==> src/hw/rtl/slot_bitmap_allocator_core_macros.svh <==
// assertion macros shared by the allocator rtl
// no dependencies; included by the modules that carry checks
`ifndef SLOT_BITMAP_ALLOCATOR_CORE_MACROS_SVH
`define SLOT_BITMAP_ALLOCATOR_CORE_MACROS_SVH
`ifndef SYNTHESIS
`define SBA_ASSERT_ALWAYS(label, clk, rst_n, cond) \
    label: assert property (@(posedge clk) disable iff (!rst_n) (cond)) \
        else $error("sba: invariant violated");
`define SBA_ASSERT_IMP(label, clk, rst_n, ante, cons) \
    label: assert property (@(posedge clk) disable iff (!rst_n) (ante) |-> (cons)) \
        else $error("sba: same-cycle implication violated");
`define SBA_ASSERT_NXT(label, clk, rst_n, ante, cons) \
    label: assert property (@(posedge clk) disable iff (!rst_n) (ante) |=> (cons)) \
        else $error("sba: next-cycle implication violated");
`else
`define SBA_ASSERT_ALWAYS(label, clk, rst_n, cond)
`define SBA_ASSERT_IMP(label, clk, rst_n, ante, cons)
`define SBA_ASSERT_NXT(label, clk, rst_n, ante, cons)
`endif
`endif

==> src/hw/rtl/sba_pkg.sv <==
// types, codes and constants of the slot bitmap allocator
// no dependencies
package sba_pkg;

    localparam int unsigned ADDR_W      = 48;
    localparam int unsigned REQ_W       = 32;
    localparam int unsigned SIZE_W      = 13;
    localparam int unsigned ESIZE_W     = 14;
    localparam int unsigned COUNT_W     = 9;
    localparam int unsigned LIM_W       = 23;
    localparam int unsigned STAT_W      = 32;
    localparam int unsigned IDX_OUT_W   = 8;
    localparam int unsigned WORD_W      = 32;
    localparam int unsigned BIT_W       = 5;
    localparam int unsigned REG_IDX_W   = 2;
    localparam int unsigned QUEUE_DEPTH = 2;
    localparam int unsigned QPTR_W      = 1;
    localparam int unsigned QCNT_W      = 2;
    localparam int unsigned DIV_STEPS   = 9;
    localparam int unsigned STEP_W      = 4;

    typedef enum logic [REG_IDX_W-1:0] {
        REG_SLOT_SIZE  = 2'd0,
        REG_SLOT_COUNT = 2'd1,
        REG_ARENA_BASE = 2'd2
    } reg_idx_t;

    typedef enum logic {
        KIND_ALLOC = 1'b0,
        KIND_FREE  = 1'b1
    } kind_t;

    typedef enum logic [2:0] {
        RSP_GIVEN    = 3'd0,
        RSP_ALLOC_FB = 3'd1,
        RSP_FREED    = 3'd2,
        RSP_FREE_FB  = 3'd3,
        RSP_IGNORED  = 3'd4
    } status_t;

    typedef enum logic [2:0] {
        OP_ALLOC,
        OP_ALLOC_MISS,
        OP_FREE,
        OP_FREE_MISS,
        OP_IGNORE
    } op_t;

    typedef enum logic [2:0] {
        ST_IDLE,
        ST_SCAN_RD,
        ST_SCAN_CHK,
        ST_MUL,
        ST_DIV,
        ST_FREE_RD,
        ST_FREE_CHK,
        ST_RESP
    } back_state_t;

    typedef struct packed {
        kind_t               kind;
        logic [REQ_W-1:0]    request_size;
        logic [ADDR_W-1:0]   address;
    } in_item_t;

    typedef struct packed {
        status_t              status;
        logic [ADDR_W-1:0]    slot_address;
        logic [IDX_OUT_W-1:0] slot_index;
        logic [COUNT_W-1:0]   slots_in_use;
        logic [STAT_W-1:0]    alloc_total;
        logic [STAT_W-1:0]    free_total;
        logic [STAT_W-1:0]    alloc_hit_total;
        logic [STAT_W-1:0]    alloc_miss_total;
        logic [STAT_W-1:0]    free_hit_total;
        logic [STAT_W-1:0]    free_miss_total;
    } rsp_t;

    // derived configuration seen by front and back
    typedef struct packed {
        logic [ESIZE_W-1:0] eff_size;
        logic [COUNT_W-1:0] eff_count;
        logic [LIM_W-1:0]   limit;
        logic [ADDR_W-1:0]  base;
    } cfg_t;

    typedef struct packed {
        op_t              op;
        logic [LIM_W-1:0] offset;
    } cmd_t;

    function automatic logic [ADDR_W-1:0] addr_mask_f(input int unsigned bits);
        logic [63:0] m;
        if (bits >= 64)
        begin
            m = '1;
        end
        else
        begin
            m = (64'd1 << bits) - 64'd1;
        end
        return m[ADDR_W-1:0];
    endfunction

endpackage

==> src/hw/rtl/slot_bitmap_allocator_core.sv <==
// slot bitmap allocator top level: config block, front end, queue and back end
// depends on sba_pkg, sba_cfg, sba_front, sba_queue and sba_back
//
//  channel  | signals                                  | direction
//  ---------+------------------------------------------+----------
//  req      | req_valid, req_ready, req (in_item_t)     | in
//  rsp      | rsp_valid, rsp_ready, rsp (rsp_t)         | out
//  cfg      | cfg_valid, cfg_ready, cfg_index, cfg_data | in
//
// back end: an allocate reads and checks each 32-slot word in turn, then multiplies slot by size;
// a free runs the 9-step shift-subtract divide, then reads the slot's word and clears its bit;
// fallbacks and ignored frees go straight to the result. The front register and two-entry queue
// sit ahead of that and keep taking beats while a result waits in the output register, until they fill
// reset: bitmap reads as all free at once through per-word valid bits, no sweep
module slot_bitmap_allocator_core #(
    parameter int unsigned MAX_SLOTS = 256,
    parameter int unsigned ADDR_BITS = 48
) (
    input  logic                          clk,
    input  logic                          rst_n,
    input  logic                          req_valid,
    output logic                          req_ready,
    input  sba_pkg::in_item_t             req,
    output logic                          rsp_valid,
    input  logic                          rsp_ready,
    output sba_pkg::rsp_t                 rsp,
    input  logic                          cfg_valid,
    output logic                          cfg_ready,
    input  logic [sba_pkg::REG_IDX_W-1:0] cfg_index,
    input  logic [sba_pkg::ADDR_W-1:0]    cfg_data
);
    import sba_pkg::*;

    cfg_t cfg;
    cmd_t push_cmd;
    cmd_t head;
    logic push;
    logic q_full;
    logic pop;
    logic head_valid;

    sba_cfg #(
        .MAX_SLOTS (MAX_SLOTS),
        .ADDR_BITS (ADDR_BITS)
    ) u_cfg (
        .clk       (clk),
        .rst_n     (rst_n),
        .cfg_valid (cfg_valid),
        .cfg_ready (cfg_ready),
        .cfg_index (cfg_index),
        .cfg_data  (cfg_data),
        .cfg       (cfg)
    );

    sba_front #(
        .ADDR_BITS (ADDR_BITS)
    ) u_front (
        .clk       (clk),
        .rst_n     (rst_n),
        .req_valid (req_valid),
        .req_ready (req_ready),
        .req       (req),
        .cfg       (cfg),
        .q_full    (q_full),
        .push      (push),
        .push_cmd  (push_cmd)
    );

    sba_queue u_queue (
        .clk        (clk),
        .rst_n      (rst_n),
        .push       (push),
        .push_cmd   (push_cmd),
        .full       (q_full),
        .pop        (pop),
        .head_valid (head_valid),
        .head       (head)
    );

    sba_back #(
        .MAX_SLOTS (MAX_SLOTS),
        .ADDR_BITS (ADDR_BITS)
    ) u_back (
        .clk        (clk),
        .rst_n      (rst_n),
        .cfg        (cfg),
        .head_valid (head_valid),
        .head       (head),
        .pop        (pop),
        .rsp_valid  (rsp_valid),
        .rsp_ready  (rsp_ready),
        .rsp        (rsp)
    );

endmodule

==> src/hw/rtl/sba_cfg.sv <==
// configuration registers and the values derived from them
// depends on sba_pkg
module sba_cfg #(
    parameter int unsigned MAX_SLOTS = 256,
    parameter int unsigned ADDR_BITS = 48
) (
    input  logic                             clk,
    input  logic                             rst_n,
    input  logic                             cfg_valid,
    output logic                             cfg_ready,
    input  logic [sba_pkg::REG_IDX_W-1:0]    cfg_index,
    input  logic [sba_pkg::ADDR_W-1:0]       cfg_data,
    output sba_pkg::cfg_t                    cfg
);
    import sba_pkg::*;

    localparam logic [ADDR_W-1:0]  ADDR_MASK = addr_mask_f(ADDR_BITS);
    localparam logic [COUNT_W-1:0] RST_COUNT =
        (MAX_SLOTS < 256) ? COUNT_W'(MAX_SLOTS) : COUNT_W'(256);
    localparam logic [LIM_W-1:0]   RST_LIMIT = LIM_W'(RST_COUNT * 128);

    logic [SIZE_W-1:0]  slot_bytes_reg;
    logic [COUNT_W-1:0] slot_count_reg;
    logic [ADDR_W-1:0]  arena_base_reg;
    cfg_t               cfg_reg;
    cfg_t               cfg_next;
    logic [ESIZE_W-1:0] size_raw;

    assign cfg_ready = 1'b1;
    assign cfg       = cfg_reg;

    always_comb
    begin
        // zero size behaves as one byte, then round up to eight
        size_raw = (slot_bytes_reg == '0) ? ESIZE_W'(1) : ESIZE_W'(slot_bytes_reg);
        cfg_next.eff_size = (size_raw + ESIZE_W'(7)) & ~ESIZE_W'(7);
        if (16'(slot_count_reg) > 16'(MAX_SLOTS))
        begin
            cfg_next.eff_count = COUNT_W'(MAX_SLOTS);
        end
        else
        begin
            cfg_next.eff_count = slot_count_reg;
        end
        cfg_next.limit = LIM_W'(LIM_W'(cfg_next.eff_count) * LIM_W'(cfg_next.eff_size));
        cfg_next.base  = arena_base_reg & ADDR_MASK;
    end

    always_ff @(posedge clk or negedge rst_n)
    begin
        if (!rst_n)
        begin
            slot_bytes_reg    <= SIZE_W'(128);
            slot_count_reg    <= COUNT_W'(256);
            arena_base_reg    <= '0;
            cfg_reg.eff_size  <= ESIZE_W'(128);
            cfg_reg.eff_count <= RST_COUNT;
            cfg_reg.limit     <= RST_LIMIT;
            cfg_reg.base      <= '0;
        end
        else
        begin
            if (cfg_valid)
            begin
                case (cfg_index)
                    REG_SLOT_SIZE:  slot_bytes_reg <= cfg_data[SIZE_W-1:0];
                    REG_SLOT_COUNT: slot_count_reg <= cfg_data[COUNT_W-1:0];
                    REG_ARENA_BASE: arena_base_reg <= cfg_data;
                    default:        ;
                endcase
            end
            cfg_reg <= cfg_next;
        end
    end

endmodule

==> src/hw/rtl/sba_front.sv <==
// front end: takes request beats and sorts them into commands for the back end
// depends on sba_pkg
module sba_front #(
    parameter int unsigned ADDR_BITS = 48
) (
    input  logic              clk,
    input  logic              rst_n,
    input  logic              req_valid,
    output logic              req_ready,
    input  sba_pkg::in_item_t req,
    input  sba_pkg::cfg_t     cfg,
    input  logic              q_full,
    output logic              push,
    output sba_pkg::cmd_t     push_cmd
);
    import sba_pkg::*;

    localparam logic [ADDR_W-1:0] ADDR_MASK = addr_mask_f(ADDR_BITS);

    logic              stage_valid_reg;
    in_item_t          stage_item_reg;
    logic [ADDR_W-1:0] addr;
    logic [ADDR_W-1:0] diff;

    assign push      = stage_valid_reg && !q_full;
    assign req_ready = !stage_valid_reg || !q_full;

    always_comb
    begin
        addr            = stage_item_reg.address & ADDR_MASK;
        diff            = addr - cfg.base;
        push_cmd.offset = diff[LIM_W-1:0];
        if (stage_item_reg.kind == KIND_ALLOC)
        begin
            push_cmd.op = (stage_item_reg.request_size <= REQ_W'(cfg.eff_size))
                          ? OP_ALLOC : OP_ALLOC_MISS;
        end
        else if (addr == '0)
        begin
            push_cmd.op = OP_IGNORE;
        end
        else if (addr < cfg.base)
        begin
            push_cmd.op = OP_FREE_MISS;
        end
        else if (diff < ADDR_W'(cfg.limit))
        begin
            // inside the active slots, the divide only has to find which one
            push_cmd.op = OP_FREE;
        end
        else
        begin
            push_cmd.op = OP_FREE_MISS;
        end
    end

    always_ff @(posedge clk or negedge rst_n)
    begin
        if (!rst_n)
        begin
            stage_valid_reg <= 1'b0;
        end
        else if (req_valid && req_ready)
        begin
            stage_valid_reg <= 1'b1;
        end
        else if (push)
        begin
            stage_valid_reg <= 1'b0;
        end
    end

    always_ff @(posedge clk)
    begin
        if (req_valid && req_ready)
        begin
            stage_item_reg <= req;
        end
    end

endmodule

==> src/hw/rtl/sba_queue.sv <==
// two-entry command queue between front and back end
// depends on sba_pkg and the assertion macro header
`include "slot_bitmap_allocator_core_macros.svh"
module sba_queue (
    input  logic          clk,
    input  logic          rst_n,
    input  logic          push,
    input  sba_pkg::cmd_t push_cmd,
    output logic          full,
    input  logic          pop,
    output logic          head_valid,
    output sba_pkg::cmd_t head
);
    import sba_pkg::*;

    cmd_t              entry_reg [QUEUE_DEPTH];
    logic [QPTR_W-1:0] wr_ptr_reg;
    logic [QPTR_W-1:0] rd_ptr_reg;
    logic [QCNT_W-1:0] count_reg;

    assign full       = (count_reg == QCNT_W'(QUEUE_DEPTH));
    assign head_valid = (count_reg != '0);
    assign head       = entry_reg[rd_ptr_reg];

    always_ff @(posedge clk or negedge rst_n)
    begin
        if (!rst_n)
        begin
            wr_ptr_reg <= '0;
            rd_ptr_reg <= '0;
            count_reg  <= '0;
        end
        else
        begin
            if (push)
            begin
                wr_ptr_reg <= wr_ptr_reg + QPTR_W'(1);
            end
            if (pop)
            begin
                rd_ptr_reg <= rd_ptr_reg + QPTR_W'(1);
            end
            if (push && !pop)
            begin
                count_reg <= count_reg + QCNT_W'(1);
            end
            else if (pop && !push)
            begin
                count_reg <= count_reg - QCNT_W'(1);
            end
        end
    end

    always_ff @(posedge clk)
    begin
        if (push)
        begin
            entry_reg[wr_ptr_reg] <= push_cmd;
        end
    end

    `SBA_ASSERT_ALWAYS(a_q_bound, clk, rst_n, count_reg <= QCNT_W'(QUEUE_DEPTH))
    `SBA_ASSERT_IMP(a_q_no_overflow, clk, rst_n, push, !full || pop)
    `SBA_ASSERT_IMP(a_q_no_underflow, clk, rst_n, pop, count_reg != '0)

endmodule

==> src/hw/rtl/sba_back.sv <==
// back end: bitmap scan, slot divide, bitmap update, statistics and result register
// depends on sba_pkg and the assertion macro header
`include "slot_bitmap_allocator_core_macros.svh"
module sba_back #(
    parameter int unsigned MAX_SLOTS = 256,
    parameter int unsigned ADDR_BITS = 48
) (
    input  logic          clk,
    input  logic          rst_n,
    input  sba_pkg::cfg_t cfg,
    input  logic          head_valid,
    input  sba_pkg::cmd_t head,
    output logic          pop,
    output logic          rsp_valid,
    input  logic          rsp_ready,
    output sba_pkg::rsp_t rsp
);
    import sba_pkg::*;

    localparam logic [ADDR_W-1:0] ADDR_MASK = addr_mask_f(ADDR_BITS);
    // a 9-bit slot count never reaches more than 511 slots
    localparam int unsigned USE_SLOTS = (MAX_SLOTS < 511) ? MAX_SLOTS : 511;
    localparam int unsigned NUM_WORDS = (USE_SLOTS + WORD_W - 1) / WORD_W;
    localparam int unsigned WORD_AW   = (NUM_WORDS > 1) ? $clog2(NUM_WORDS) : 1;
    localparam int unsigned MEM_DEPTH = 1 << WORD_AW;
    localparam int unsigned NS_W      = COUNT_W + 1;
    localparam logic [WORD_AW-1:0] LAST_WORD = WORD_AW'(NUM_WORDS - 1);

    back_state_t         state_reg;
    back_state_t         state_next;
    status_t             status_reg;
    status_t             status_next;
    logic [WORD_AW-1:0]  word_reg;
    logic [WORD_AW-1:0]  word_next;
    logic [COUNT_W-1:0]  slot_reg;
    logic [COUNT_W-1:0]  slot_next;
    logic [LIM_W-1:0]    rem_reg;
    logic [LIM_W-1:0]    rem_next;
    logic [STEP_W-1:0]   step_reg;
    logic [STEP_W-1:0]   step_next;
    logic [LIM_W-1:0]    prod_reg;
    logic [LIM_W-1:0]    prod_next;

    logic [WORD_W-1:0]   bitmap_mem [MEM_DEPTH];
    logic [MEM_DEPTH-1:0] word_valid_reg;
    logic [WORD_W-1:0]   rd_data_reg;
    logic                rd_valid_reg;
    logic [WORD_AW-1:0]  raddr;
    logic                mem_we;
    logic [WORD_AW-1:0]  mem_waddr;
    logic [WORD_W-1:0]   mem_wdata;

    logic [COUNT_W-1:0]  used_reg;
    logic [COUNT_W-1:0]  used_next;
    logic [STAT_W-1:0]   alloc_total_reg;
    logic [STAT_W-1:0]   alloc_total_next;
    logic [STAT_W-1:0]   free_total_reg;
    logic [STAT_W-1:0]   free_total_next;
    logic [STAT_W-1:0]   alloc_hit_reg;
    logic [STAT_W-1:0]   alloc_hit_next;
    logic [STAT_W-1:0]   alloc_miss_reg;
    logic [STAT_W-1:0]   alloc_miss_next;
    logic [STAT_W-1:0]   free_hit_reg;
    logic [STAT_W-1:0]   free_hit_next;
    logic [STAT_W-1:0]   free_miss_reg;
    logic [STAT_W-1:0]   free_miss_next;

    rsp_t                rsp_reg;
    rsp_t                rsp_next;
    logic                rsp_valid_reg;
    logic                fire;

    logic [WORD_W-1:0]   rd_word;
    logic [WORD_W-1:0]   avail;
    logic                found;
    logic [BIT_W-1:0]    found_bit;
    logic [COUNT_W-1:0]  cand_slot;
    logic [NS_W-1:0]     next_start;
    logic                scan_end;
    logic [LIM_W-1:0]    shifted;
    logic [WORD_AW-1:0]  slot_word;
    logic                free_bit;

    assign rsp       = rsp_reg;
    assign rsp_valid = rsp_valid_reg;

    // words never written read as all free
    assign rd_word   = rd_valid_reg ? rd_data_reg : '0;
    assign slot_word = WORD_AW'(slot_reg >> BIT_W);
    assign free_bit  = rd_word[slot_reg[BIT_W-1:0]];
    assign shifted   = LIM_W'(cfg.eff_size) << step_reg;

    always_comb
    begin
        for (int b = 0; b < WORD_W; b++)
        begin
            avail[b] = !rd_word[b]
                && (COUNT_W'({word_reg, BIT_W'(b)}) < cfg.eff_count);
        end
        found     = 1'b0;
        found_bit = '0;
        for (int b = WORD_W - 1; b >= 0; b--)
        begin
            if (avail[b])
            begin
                found     = 1'b1;
                found_bit = BIT_W'(b);
            end
        end
        cand_slot  = COUNT_W'({word_reg, found_bit});
        next_start = NS_W'({word_reg, BIT_W'(0)}) + NS_W'(WORD_W);
        scan_end   = (word_reg == LAST_WORD) || (next_start >= NS_W'(cfg.eff_count));
    end

    always_comb
    begin
        state_next  = state_reg;
        status_next = status_reg;
        word_next   = word_reg;
        slot_next   = slot_reg;
        rem_next    = rem_reg;
        step_next   = step_reg;
        prod_next   = prod_reg;
        pop         = 1'b0;
        raddr       = word_reg;
        mem_we      = 1'b0;
        mem_waddr   = word_reg;
        mem_wdata   = rd_word;
        fire        = 1'b0;

        case (state_reg)
            ST_IDLE:
            begin
                if (head_valid)
                begin
                    pop = 1'b1;
                    case (head.op)
                        OP_ALLOC:
                        begin
                            word_next  = '0;
                            state_next = ST_SCAN_RD;
                        end
                        OP_FREE:
                        begin
                            rem_next   = head.offset;
                            slot_next  = '0;
                            step_next  = STEP_W'(DIV_STEPS - 1);
                            state_next = ST_DIV;
                        end
                        OP_ALLOC_MISS:
                        begin
                            status_next = RSP_ALLOC_FB;
                            state_next  = ST_RESP;
                        end
                        OP_FREE_MISS:
                        begin
                            status_next = RSP_FREE_FB;
                            state_next  = ST_RESP;
                        end
                        default:
                        begin
                            status_next = RSP_IGNORED;
                            state_next  = ST_RESP;
                        end
                    endcase
                end
            end
            ST_SCAN_RD:
            begin
                raddr      = word_reg;
                state_next = ST_SCAN_CHK;
            end
            ST_SCAN_CHK:
            begin
                if (found)
                begin
                    mem_we      = 1'b1;
                    mem_waddr   = word_reg;
                    mem_wdata   = rd_word | (WORD_W'(1) << found_bit);
                    slot_next   = cand_slot;
                    status_next = RSP_GIVEN;
                    state_next  = ST_MUL;
                end
                else if (scan_end)
                begin
                    status_next = RSP_ALLOC_FB;
                    state_next  = ST_RESP;
                end
                else
                begin
                    word_next  = word_reg + WORD_AW'(1);
                    state_next = ST_SCAN_RD;
                end
            end
            ST_MUL:
            begin
                prod_next  = LIM_W'(LIM_W'(slot_reg) * LIM_W'(cfg.eff_size));
                state_next = ST_RESP;
            end
            ST_DIV:
            begin
                // restoring divide, one quotient bit per cycle
                if (rem_reg >= shifted)
                begin
                    rem_next            = rem_reg - shifted;
                    slot_next[step_reg] = 1'b1;
                end
                if (step_reg == '0)
                begin
                    state_next = ST_FREE_RD;
                end
                else
                begin
                    step_next = step_reg - STEP_W'(1);
                end
            end
            ST_FREE_RD:
            begin
                raddr      = slot_word;
                state_next = ST_FREE_CHK;
            end
            ST_FREE_CHK:
            begin
                if (free_bit)
                begin
                    mem_we      = 1'b1;
                    mem_waddr   = slot_word;
                    mem_wdata   = rd_word & ~(WORD_W'(1) << slot_reg[BIT_W-1:0]);
                    status_next = RSP_FREED;
                end
                else
                begin
                    status_next = RSP_FREE_FB;
                end
                state_next = ST_RESP;
            end
            ST_RESP:
            begin
                if (!rsp_valid_reg || rsp_ready)
                begin
                    fire       = 1'b1;
                    state_next = ST_IDLE;
                end
            end
            default:
            begin
                state_next = ST_IDLE;
            end
        endcase
    end

    always_comb
    begin
        used_next        = used_reg;
        alloc_total_next = alloc_total_reg;
        free_total_next  = free_total_reg;
        alloc_hit_next   = alloc_hit_reg;
        alloc_miss_next  = alloc_miss_reg;
        free_hit_next    = free_hit_reg;
        free_miss_next   = free_miss_reg;
        case (status_reg)
            RSP_GIVEN:
            begin
                used_next        = used_reg + COUNT_W'(1);
                alloc_total_next = alloc_total_reg + STAT_W'(1);
                alloc_hit_next   = alloc_hit_reg + STAT_W'(1);
            end
            RSP_ALLOC_FB:
            begin
                alloc_total_next = alloc_total_reg + STAT_W'(1);
                alloc_miss_next  = alloc_miss_reg + STAT_W'(1);
            end
            RSP_FREED:
            begin
                if (used_reg != '0)
                begin
                    used_next = used_reg - COUNT_W'(1);
                end
                free_total_next = free_total_reg + STAT_W'(1);
                free_hit_next   = free_hit_reg + STAT_W'(1);
            end
            RSP_FREE_FB:
            begin
                free_total_next = free_total_reg + STAT_W'(1);
                free_miss_next  = free_miss_reg + STAT_W'(1);
            end
            default:
            begin
                used_next = used_reg;
            end
        endcase

        rsp_next.status           = status_reg;
        rsp_next.slot_address     = (status_reg == RSP_GIVEN)
            ? ((cfg.base + ADDR_W'(prod_reg)) & ADDR_MASK) : '0;
        rsp_next.slot_index       = ((status_reg == RSP_GIVEN) || (status_reg == RSP_FREED))
            ? slot_reg[IDX_OUT_W-1:0] : '0;
        rsp_next.slots_in_use     = used_next;
        rsp_next.alloc_total      = alloc_total_next;
        rsp_next.free_total       = free_total_next;
        rsp_next.alloc_hit_total  = alloc_hit_next;
        rsp_next.alloc_miss_total = alloc_miss_next;
        rsp_next.free_hit_total   = free_hit_next;
        rsp_next.free_miss_total  = free_miss_next;
    end

    always_ff @(posedge clk or negedge rst_n)
    begin
        if (!rst_n)
        begin
            state_reg       <= ST_IDLE;
            rsp_valid_reg   <= 1'b0;
            word_valid_reg  <= '0;
            rd_valid_reg    <= 1'b0;
            used_reg        <= '0;
            alloc_total_reg <= '0;
            free_total_reg  <= '0;
            alloc_hit_reg   <= '0;
            alloc_miss_reg  <= '0;
            free_hit_reg    <= '0;
            free_miss_reg   <= '0;
        end
        else
        begin
            state_reg    <= state_next;
            rd_valid_reg <= word_valid_reg[raddr];
            if (mem_we)
            begin
                word_valid_reg[mem_waddr] <= 1'b1;
            end
            if (fire)
            begin
                rsp_valid_reg   <= 1'b1;
                used_reg        <= used_next;
                alloc_total_reg <= alloc_total_next;
                free_total_reg  <= free_total_next;
                alloc_hit_reg   <= alloc_hit_next;
                alloc_miss_reg  <= alloc_miss_next;
                free_hit_reg    <= free_hit_next;
                free_miss_reg   <= free_miss_next;
            end
            else if (rsp_ready)
            begin
                rsp_valid_reg <= 1'b0;
            end
        end
    end

    always_ff @(posedge clk)
    begin
        status_reg <= status_next;
        word_reg   <= word_next;
        slot_reg   <= slot_next;
        rem_reg    <= rem_next;
        step_reg   <= step_next;
        prod_reg   <= prod_next;
        if (fire)
        begin
            rsp_reg <= rsp_next;
        end
    end

    always_ff @(posedge clk)
    begin
        if (mem_we)
        begin
            bitmap_mem[mem_waddr] <= mem_wdata;
        end
        rd_data_reg <= bitmap_mem[raddr];
    end

    `SBA_ASSERT_ALWAYS(a_alloc_tally, clk, rst_n, (alloc_hit_reg + alloc_miss_reg) == alloc_total_reg)
    `SBA_ASSERT_ALWAYS(a_free_tally, clk, rst_n, (free_hit_reg + free_miss_reg) == free_total_reg)
    `SBA_ASSERT_IMP(a_rsp_from_resp, clk, rst_n, $rose(rsp_valid_reg), $past(state_reg) == ST_RESP)
    `SBA_ASSERT_NXT(a_div_runs, clk, rst_n, (state_reg == ST_DIV) && (step_reg != '0), state_reg == ST_DIV)
    `SBA_ASSERT_IMP(a_write_state, clk, rst_n, mem_we, (state_reg == ST_SCAN_CHK) || (state_reg == ST_FREE_CHK))

endmodule

==> config.mk <==
export PLATFORM = sky130hd
export DESIGN_NAME = slot_bitmap_allocator_core
export DESIGN_NICKNAME = d
export VERILOG_FILES = /design/src/hw/rtl/sba_pkg.sv /design/src/hw/rtl/slot_bitmap_allocator_core.sv /design/src/hw/rtl/sba_cfg.sv /design/src/hw/rtl/sba_front.sv /design/src/hw/rtl/sba_queue.sv /design/src/hw/rtl/sba_back.sv
export VERILOG_INCLUDE_DIRS = /design/src /design/src/hw/rtl
export SDC_FILE = /design/constraint.sdc
export NUM_CORES = 2
export LEC_CHECK = 0
export ABC_CLOCK_PERIOD_IN_PS = 8770
export BUFFER_PORTS_ARGS = -buffer_cell sky130_fd_sc_hd__buf_2
export CAP_MARGIN = 20
export CORE_MARGIN = 5
export CORE_UTILIZATION = 35
export CTS_BUF_LIST = sky130_fd_sc_hd__clkbuf_16
export DETAILED_ROUTE_END_ITERATION = 7
export MAX_ROUTING_LAYER = met4
export SKIP_LAST_GASP = 1
export SLEW_MARGIN = 20
export SYNTH_ARGS = -nofsm -noshare
export SYNTH_HDL_FRONTEND = slang
export SYNTH_SLANG_ARGS = --single-unit
==> constraint.sdc <==
create_clock -name clk -period 8.77 [get_ports clk]
set_clock_uncertainty 0.05 [all_clocks]
set_input_delay 0.4385 -clock clk [delete_from_list [all_inputs] [get_ports clk]]
set_output_delay 0.4385 -clock clk [all_outputs]
set_load 0.01 [all_outputs]
Yosys cells after proc, flatten, opt, wreduce, memory -nomap -nowiden. Memory sizes are Yosys's and may differ from the RTL's. A register that Yosys moved wholly into a read port is not among the register bits. Index checks and enable logic that the tools add are counted. W data, S select, Z words.

Bits in registers: 780. RAM bits: 308. Output and inout port bits: 263. Memories kept: 2.

Memory list: u_back.bitmap_mem (depth 8, width 32, read ports 1, clocked after memory_dff 1, wr ports 1, RTL line sba_back.sv:44) `logic [WORD_W-1:0] bitmap_mem [MEM_DEPTH];`; u_queue.entry_reg (depth 2, width 26, read ports 1, clocked after memory_dff 0, wr ports 1, RTL line sba_queue.sv:16) `cmd_t entry_reg [QUEUE_DEPTH];`.

Add/sub/neg operators: 19. Multiply operators: 2. Order comparisons: 44. Equality and inequality tests: 29. Shift operators: 3. Muxes and demuxes: 142. Bitwise operators: 5. Reductions and logical operators: 108.

Operator list (number): $lt A8 B9 Y1 (32); $mux W32 (9); $add A32 B1 Y32 const B (6); $mux W5 (32); $mux W23 (3); $pmux W32 S2 (1); $shl A1 B5 Y32 const A (2); $mux W3 (18); $mux W9 (6); $mux W1 (53); $add A48 B23 Y48 (1); $logic_not A48 Y1 (1); $lt A48 B23 Y1 (1); $lt A48 B48 Y1 (1); $sub A48 B48 Y48 (1); $pmux W23 S2 (1); $mul A9 B11 Y20 (2); $logic_and A1 B1 Y1 (38); $logic_not A1 Y1 (37); $and A32 B32 Y32 (1); $le A32 B14 Y1 (1); $not A32 Y32 (1); $or A32 B32 Y32 (1); $pmux W9 S3 (1); 55 further kinds (102).

Depth between registers and ports, before layout.
Word-level depth: 39. Mapped depth: 26.

Cells and area by module. Synthesis repeated with hierarchy kept, for this count alone.

Cells, all modules: 5183. Area, all modules: 60509.3 um^2.

By module, submodules not included: sba_back (times used 1, cells an instance 3618, area each 43032.5 um^2, seq. area each 23442.5 um^2); sba_cfg (times used 1, cells an instance 700, area each 8410.6 um^2, seq. area each 3960.0 um^2); sba_front (times used 1, cells an instance 768, area each 6900.4 um^2, seq. area each 2457.4 um^2); sba_queue (times used 1, cells an instance 97, area each 2165.8 um^2, seq. area each 1661.6 um^2).

Worst setup path after synthesis. No wires, ideal clock.

Path type: reg-to-reg. From: register u_back.state_reg[2]. To: register u_back.used_reg[1]. Setup time: 0.481 ns. Arrival: 8.739 ns. Required time: 8.239 ns. Path slack: -0.499 ns. Stages on the path, launching flop included: 9. Buffers on the path: 3. Path through: dfrtp_1 > clkbuf_1 > nand2_1 > nor2_1 > nand2_1 > clkinv_1 > clkbuf_1 > buf_1 > o21ai_0.

Longest elaborated chain between the ends: 2.

Ends and longest elaborated chain: start, declared (RTL line sba_back.sv:29) `back_state_t state_reg;`; start signal, assigned (RTL line sba_back.sv:325) `state_reg <= state_next;`; $eq A3 B3 Y1 (RTL line sba_back.sv:131) `case (state_reg)`; $mux W1 (RTL line sba_back.sv:131); named net u_back.fire (RTL line sba_back.sv:71) `logic fire;`; end signal, assigned (RTL line sba_back.sv:334) `used_reg <= used_next;`; end, declared (RTL line sba_back.sv:53) `logic [COUNT_W-1:0] used_reg;`.

The timed path passes the listed nets, and every way through them passes these cells. A chain may end at the register's enable or synchronous reset.

==> impl_results.md <==
* Fill count at 15600
* Peak supply drop at 0.369 mV
* DR vias at 40800
* Cts bufs inserted at 121
* DRC viols at 0
* Starting density of the core at 35.2%
* Setup crit end kind: flop
* Sequential share of power at 34.3%
* Total power at 23.7 mW
* Ys flop type: edfxtp_1
* Maxcap violations at 0
* Synth async-reset ratio at 33.7%
* CTS sink count at 1120
* Net Sw Frac at 40.0%
* CTS Buffer Depth at 3
* H-tree levels at 3
* Critical Path AT at 7.21 ns
* Min-Delay Path Class: in -> reg
* Die area at 0.174 mm2
* Setup CP Type: reg -> reg
* Slowest stage delay, CP at 0.79 ns
* Layout area overhead at 17.2%
* CTS tree: built
* Crit path max-delay cell type: xor2_1
* Internal power at 14.2 mW
* Layout cells sized above 1 at 14.3%
* Post-synthesis cell area at 0.0581 mm2
* Iter 0 DRT Violations at 3499
* Die Ht at 417 um
* Die X at 417 um
* Clock transition at the registers of the reported paths at 0.06 ns
* RSZ-0062 raised after global routing: no
* Final setup fails at 0
* Top-count cell post-synth: nand2_1
* Crit-path most repeated cell: fa_1
* Worst path cell trace: o31a_1 > and3_1 > nand3_1 > nor2_1 > xor2_1 > nand2_1 > fa_1 > fa_1 > fa_1 > fa_1 > inv_1 > ha_1 > inv_1 > o21ai_0 > a21oi_1 > o21ai_0 > a211oi_1 > o21ai_0 > a311o_1 > a21oi_1 > xnor2_1
* Layout Nets at 6170
* Routed len/inst at 20.6 um
* Mean Syn Cell Area at 11.2 um2
* 1st-pass router iterations at 6
* Setup bufs post-CTS at 0
* FMAX at 151 MHz
* CORE AREA at 0.165 mm2
* Crit start category: flop
* Seq/Total Area, Yosys at 54.1%
* Status: complete, no violations
* Actual slew at the worst max-slew pin at 1.08 ns
* Max reg flops at 260
* Top cells by area, synth: edfxtp_1 37%, dfrtp_1 16%, nand2_1 5.0%, ha_1 4.8%, fa_1 4.5%
* Warnings, synthesis at 0
* Post-synth EDFFs at 711
* DR vias/cell at 5.11
* Max FO, Critical Path at 10
* # resized after CTS at 0
* Comb power frac at 43.6%
* Largest net degree at the start of global routing at 173
* Netlist cell types at 106
* First-pass GRT wire length at 251000 um
* Slew Viols, Final at 0
* CTS root buf: clkbuf_16
* CP required at 9.35 ns
* Dominant cell type by area after synthesis: edfxtp_1
* Core Rows at 149
* Hold_buf cts at 131
* P_sw at 9.48 mW
* PwrDens at 348 mW/mm2
* Worst rel slew slack at 27.3%
* Grt ovf at 0
* Synth cell count leaders: 781 x nand2_1, 711 x edfxtp_1, 372 x dfrtp_1
* Final hold vios at 0
* Boundary pin count at 399
* Register area at 0.0314 mm2
* Fin crit share at 75.6%
* Port bufs at 397
* Post-synthesis register bit count at 1120
* Clock power frac at 22.1%
* Area of the multi-input gates at 0.0248 mm2
* Final wirelength at 164000 um
* Initial antenna violation count at 3
* Minimum clock period at 6.63 ns
* Post-synth top area share at 36.8%
* Vias in the first global route at 41100
* Setup TNS at 0 ns
* GRT Total Usage at 19.1%
* Syn_nets at 5677
* Clock Latency Late Sink at 0.79 ns
* HPWL after detailed placement at 117000 um
* Gp weighted congestion at 0.922
* Remaining antenna violation count at 0
* Syn Inst Count at 5190
* P_leak at 28.8 nW
## layout make-up
| type | instances | area share (%) |
|---|---|---|
| repair buffers | 579 | 5.51 |
| clock buffers | 123 | 4.52 |
| flip-flops and latches | 1120 | 46.2 |
| inverters | 318 | 1.77 |
| diodes | 3 | 0.0110 |
| clock inverters | 109 | 1.53 |
| multi-input cells | 3543 | 36.4 |
| well taps | 2189 | 4.03 |
## placed cells by master, fill, tap and decap left out, types with 23 or more instances in the layout
cell,netlist,final
a211oi_1,23,23
a21o_1,45,45
a21oi_1,150,150
and2_1,91,90
and3_1,67,67
buf_2,13,396
buf_4,2,47
clkbuf_16,0,123
clkinv_1,5,31
dfrtp_1,372,372
dfxtp_1,32,32
dlygate4sd3_1,0,131
edfxtp_1,711,711
fa_1,130,130
ha_1,221,221
inv_1,311,335
mux2_2,88,88
mux2i_1,33,30
nand2_1,781,780
nand2b_1,31,31
nand3_1,287,287
nand4_1,54,54
nor2_1,319,309
nor2b_1,34,34
nor3_1,64,64
nor4_1,26,26
o211ai_1,41,41
o21ai_0,153,153
o21bai_1,23,23
o31ai_1,34,32
xnor2_1,254,254
xor2_1,220,220
## logic make-up (layout without fill, tap and decap cells)
group / Yosys count / in the layout / share of synthesized area [%]
AND/OR/NAND/NOR: 1890 / 1890 / 15.3
adder cells (fa/ha/maj): 351 / 351 / 9.24
XOR/XNOR: 474 / 474 / 7.15
multiplexers: 131 / 131 / 2.66
buffers and inverters: 527 / 1129 / 3.50
AO/OA/AOI/OAI: 696 / 696 / 7.97
other: 1 / 4 / 0.00646
flip-flops: 1120 / 1120 / 54.1
## power groups by stage
stage	registers (mW)	clock network [mW]	logic [mW]
floorplan	7.99	0	7.25
global placement	8.21	0	10.2
detailed placement	8.21	0	10.2
CTS	8.12	5.37	10.4
global route	8.22	5.58	11.7
finish	8.13	5.23	10.3
## worst max-delay path, delay by kind of cell, from the launching register on
| family | cells | cell delay [ns] |
|---|---|---|
| AOI/OAI and AO/OA | 8 | 1.92 |
| xor gates and xnor gates | 2 | 0.92 |
| buffers and inverters | 2 | 0.10 |
| adders and majority gates | 5 | 2.35 |
| DFF | 1 | 0.39 |
| and+or+nand+nor | 4 | 0.76 |
## final timing paths
path	slack [ns]	startpoint	depth (start not counted)	to
worst max register to register	2.14	u_cfg.slot_bytes_reg[0]	21	u_cfg.cfg[70]
worst min register to register	0.32	u_cfg.arena_base_reg[9]	0	u_cfg.cfg[9]
max in group asynchronous	6.31	rst_n	4	u_back.free_hit_reg[10]
min in group asynchronous	0.31	rst_n	2	u_cfg.cfg[54]
worst min-delay path	0.09	rsp_ready	3	u_back.rsp_valid
worst max-delay path	2.14	u_cfg.slot_bytes_reg[0]	21	u_cfg.cfg[70]
## metrics by stage
step	utilization, %	worst slack [ns]	cell area [um2]	std cells	hold WS (ns)
4_1_cts	41.2	2.17	68000	7980	0.0521
5_1_grt	41.2	1.52	68000	7983	0.0744
3_3_place_gp	37.9	2.33	62500	7617	0.306
3_5_place_dp	37.9	2.26	62500	7617	0.309
2_1_floorplan	-	0.256	58100	5190	0.0929
6_report	41.2	2.14	68000	7984	0.0918
## per-layer routing
layer | wire length [um] | vias to the layer above | global-route usage [%]
li1 | - | 19200 | -
met1 | 71600 | 20100 | 24.7
met2 | 78800 | 1202 | 31.2
met3 | 8400 | 283 | 2.73
met4 | 5620 | 0 | 5.95
met5 | 0 | - | -
No activity file was read; power rests on OpenSTA's default activity.
